**src/sv/tun_pkg.sv**
```systemverilog
// shared widths and types for the triangle unit normal pipeline
`timescale 1ns / 1ps
`default_nettype none
package tun_pkg;
    localparam int CW    = 16;            // coordinate width
    localparam int F     = 14;            // normal fraction bits
    localparam int EW    = CW + 1;        // edge width
    localparam int PW    = 2 * EW;        // product width, also cross magnitude width
    localparam int XW    = PW + 1;        // signed cross component width
    localparam int SW    = 2 * PW + 2;    // sum of squares width
    localparam int XWID  = SW + 2 * F;    // radicand width
    localparam int RW    = XWID / 2;      // root width
    localparam int REMW  = RW + 3;        // root remainder width
    localparam int NW    = PW + 2 * F;    // dividend width
    localparam int QB    = F + 2;         // quotient bits
    localparam int R0W   = NW - QB;       // dividend bits above the quotient
    localparam int OW    = F + 2;         // output width

    typedef struct packed {
        logic [PW-1:0] mx;
        logic [PW-1:0] my;
        logic [PW-1:0] mz;
        logic [2:0]    neg;
        logic          degen;
    } t_side;

    typedef struct packed {
        logic [2:0] neg;
        logic       degen;
    } t_sign;
endpackage
`default_nettype wire

```
**src/sv/tun_div.sv**
```systemverilog
// pipelined restoring divider, one quotient bit per stage
`timescale 1ns / 1ps
`default_nettype none
module tun_div
    import tun_pkg::*;
(
    input  wire logic          i_clk,
    input  wire logic          i_rst_n,
    input  wire logic          i_valid,
    input  wire logic [NW-1:0] i_num,
    input  wire logic [RW-1:0] i_den,
    output logic               o_valid,
    output logic [QB-1:0]      o_quot
);
    logic          r_vld [QB];
    logic [RW-1:0] r_rem [QB];
    logic [RW-1:0] r_den [QB];
    logic [QB-1:0] r_lo  [QB];
    logic [QB-1:0] r_q   [QB];

    for (genvar k = 0; k < QB; k++) begin : g_stage
        logic          p_vld;
        logic [RW-1:0] p_rem;
        logic [RW-1:0] p_den;
        logic [QB-1:0] p_lo;
        logic [QB-1:0] p_q;
        logic [RW:0]   rs;
        logic          ge;
        logic [RW:0]   diff;

        if (k == 0) begin : g_first
            // quotient is known to fit in QB bits, so the top part starts as remainder
            assign p_vld = i_valid;
            assign p_rem = {{(RW-R0W){1'b0}}, i_num[NW-1:QB]};
            assign p_den = i_den;
            assign p_lo  = i_num[QB-1:0];
            assign p_q   = '0;
        end else begin : g_next
            assign p_vld = r_vld[k-1];
            assign p_rem = r_rem[k-1];
            assign p_den = r_den[k-1];
            assign p_lo  = r_lo[k-1];
            assign p_q   = r_q[k-1];
        end

        always_comb begin
            rs   = {p_rem, p_lo[QB-1]};
            ge   = rs >= {1'b0, p_den};
            diff = ge ? rs - {1'b0, p_den} : rs;
        end

        always_ff @(posedge i_clk) begin
            if (!i_rst_n) begin
                r_vld[k] <= 1'b0;
            end else begin
                r_vld[k] <= p_vld;
            end
            r_rem[k] <= diff[RW-1:0];
            r_den[k] <= p_den;
            r_lo[k]  <= {p_lo[QB-2:0], 1'b0};
            r_q[k]   <= {p_q[QB-2:0], ge};
        end
    end

    assign o_valid = r_vld[QB-1];
    assign o_quot  = r_q[QB-1];
endmodule
`default_nettype wire

```
**config.mk**
```make
export PLATFORM = sky130hd
export DESIGN_NAME = tun_div
export DESIGN_NICKNAME = d
export VERILOG_FILES = /design/src/sv/tun_pkg.sv /design/src/sv/tun_div.sv
export SDC_FILE = /design/constraint.sdc
export NUM_CORES = 2
export LEC_CHECK = 0
export ABC_AREA = 0
export BUFFER_PORTS_ARGS = -buffer_cell sky130_fd_sc_hd__buf_2
export CORE_MARGIN = 2
export CORE_UTILIZATION = 54
export DETAILED_ROUTE_END_ITERATION = 7
export PLACE_DENSITY = 0.7
export SKIP_LAST_GASP = 1
export SLEW_MARGIN = 40
export SYNTH_ARGS = -nofsm -noshare
export SYNTH_HDL_FRONTEND = slang
export SYNTH_SLANG_ARGS = --single-unit
```
**constraint.sdc**
```tcl
create_clock -name i_clk -period 6.4 [get_ports i_clk]
set_input_delay 0.64 -clock i_clk [delete_from_list [all_inputs] [get_ports i_clk]]
set_output_delay 0.64 -clock i_clk [all_outputs]
set_load 0.05 [all_outputs]
```
==> flow_summary_export.csv <==
group,metric,value,unit
yosys,syn_nets,10500,
detailed_routing,ant_nets,0,
worst_hold_path,hp-class,"in2reg",
sta,min_period,4.92,ns
yosys,synthFlopType,"dfxtp_1",
sta,clock.fmax,0.203,GHz
sta,maxSlewViolCount,0,
power,internal_power,32.0,mW
critical_path,crit_fanout,97,
detailed_routing,dr.pass1.iters,6,
detailed_routing,vias,66500,
critical_path,critPathBufInv,2,
yosys,synth_top_family_by_area,"compound AO/OA/AOI/OAI gates",
clocking,clkTransAtPathRegs,0.06,ns
clocking,clockBufferDepth,3,
yosys,syn_inst,9583,
yosys,avgSynthCellArea,8.91,um2
sta,setup_tns,0,ns
clocking,cts_setup_buffers,0,
sta,finalSetupViolCount,0,
detailed_routing,drc,0,
sta,rsz0062_at_grt,"no",
detailed_routing,wl_per_cell,18.5,um
global_route,grt_max_degree,98,
floorplan,fp-row-count,145,
yosys,yosysWarnings,0,
job,cap_violations,0,
sta,tightest_slew,0.856,ns
critical_path,cp.arrival,5.61,ns
sta,whs,0.0806,ns
power,power.density,562,nW/um2
sta,final-hold-violation-count,0,
clocking,ctsResizeCount,0,
floorplan,initial_core_util,0.545,
placement,port_buffers,130,
global_route,grt_pass1_wl,349000,um
global_route,grt_overflow,0,
yosys,synth_edf_count,0,
clocking,root_buffer,"clkbuf_16",
critical_path,cp_slowest_cell,"a221oi_2",
yosys,synth_compound_area_frac,0.199,
global_route,antenna_found_initial,8,
clocking,htreeDepth,4,
detailed_routing,wirelength,222000,um
layout,area_growth,11.5,%
placement,dp_hpwl,176000,um
critical_path,critPathLaunchType,"flop",
critical_path,crit_type,"reg2reg",
layout,drive_above_1_share,0.0801,
power,power_frac_seq,0.295,
floorplan,die_area,161000,um2
yosys,async_flop_share,0,
sta,clock_skew,0.0351,ns
critical_path,cp_cell_sequence,"ha_1 > inv_1 > fa_1 > a211oi_1 > o21bai_1 > a221oi_2 > o211ai_1 > a21oi_1 > o211a_1 > o31a_1 > o31ai_2 > a21o_1 > a2111oi_4 > buf_12 > mux2_2",
yosys,netlist_area,85400,um2
global_route,track_usage,0.268,
clocking,clock_latency,0.81,ns
power,combPwrFrac,0.500,
yosys,synth_adder_area_share,0.118,
yosys,synth_xor_xnor_area_share,0.0671,
layout,final_cell_mix,"1742 x dfxtp_1, 979 x inv_1, 920 x a21oi_1",
yosys,synth.distinct_cells,90,
critical_path,critPathTopFamily,"compound AO/OA/AOI/OAI gates",
critical_path,worstPathRequired,7.09,ns
clocking,cts_hold_buf,65,
layout,post-route-util,0.607,
sta,fin_crit_sh,0.769,
global_route,grt_pass1_vias,67300,
critical_path,worstSetupEndpointType,"flop",
yosys,ys_ff_latch,1742,
floorplan,io_pins,131,
power,p_leak,44.9,nW
power,p_sw,21.6,mW
power,swShare,0.403,
yosys,synth_simple_gate_area_frac,0.117,
clocking,cts_tree,"done",
sta,slew_headroom,0.423,
detailed_routing,drt_iter0_markers,3709,
clocking,cts_buffers,184,
floorplan,die_w,402,um
floorplan,die_h,402,um
yosys,yosysSeqAreaShare,0.408,
yosys,synthMuxAreaShare,0.0335,
floorplan,coreArea,157000,um2
layout,mostFrequentLayoutCell,"dfxtp_1",
status,outcome,"complete, no violations",
clocking,clock_sinks,1742,
power,ir_worst_vdd,364,uV
critical_path,cpPeakStageDelay,0.47,ns
detailed_routing,vias_per_cell,5.55,
layout,fin_nets,10600,
power,clkPwrFrac,0.205,
placement,place.gp.congestion,1.01,
[metrics by stage]
stage	instance area (um2)	setup WS [ns]	cells	total power [mW]
2_1_floorplan	85400	2.50	9583	35.8
3_3_place_gp	87900	1.34	11500	41.8
3_5_place_dp	88000	1.33	11500	42.3
4_1_cts	95100	1.54	11900	53.5
5_1_grt	95200	1.23	12000	57.4
6_report	95200	1.48	12000	53.5
[path summary, 6_finish.rpt]
check	from	depth (start not counted)	slack (ns)	endpoint
setup / recovery	r_den[1][49]	15	1.48	r_rem[10][1]
hold / removal	i_num[54]	2	0.08	r_rem[0][39]
setup reg to reg	r_den[1][49]	15	1.48	r_rem[10][1]
hold reg to reg	r_lo[0][18]	0	0.31	r_lo[0][34]
[cells in the mapped netlist, drive strengths merged, types with 96 or more instances]
cell type | number | area (um2)
nand2b | 96 | 601
o21ai | 687 | 3440
clkbuf | 241 | 906
o21bai | 112 | 841
xnor2 | 370 | 3240
dfxtp | 1742 | 34900
nand2 | 725 | 2720
xor2 | 284 | 2490
a21o | 478 | 3590
nor2b | 103 | 644
nor2 | 499 | 1870
mux2 | 234 | 2710
nand3 | 164 | 821
a21oi | 921 | 4610
ha | 782 | 9780
nand4 | 158 | 988
inv | 981 | 3680
[final cells by class]
type / count / area, um2
multi-input combinational: 6563 / 45800
fill: 13400 / 61500
inverter: 981 / 3680
antenna: 63 / 158
clock inverter: 91 / 1240
sequential: 1742 / 34900
timing repair buffer: 234 / 1720
tap: 2058 / 2570
clock buffer: 247 / 5150
[state kept, by name, indices dropped and copies added (netlist names)]
signal  count
r_den     735
r_lo      120
r_q       136
r_rem     735
r_vld      16
[power groups by stage]
stage | combinational, mW | clock, mW | sequential (mW)
after CTS | 26.6 | 11.2 | 15.7
after detailed placement | 26.3 | 0 | 15.9
after floorplan | 20.4 | 0 | 15.4
after global routing | 29.7 | 11.7 | 16.1
final | 26.8 | 11.0 | 15.8
after global placement | 25.9 | 0 | 15.9
[kinds of logic after synthesis]
kind of cell,after synthesis
AND/OR/NAND/NOR,2108
buffers and inverters,1278
multiplexers,249
flip-flops,1742
AO/OA/AOI/OAI,2755
XOR/XNOR,654
adder cells (fa/ha/maj),797
[layer usage]
metal  vias to the layer above  track usage  part of all wire
met5                         -            0                 0
met4                         0        0.180             0.073
met3                       618       0.0285             0.030
met2                      1607        0.520              0.53
met1                     30700        0.266              0.37
li1                      33600            -                 -
Power figures use the tool's default switching activity.
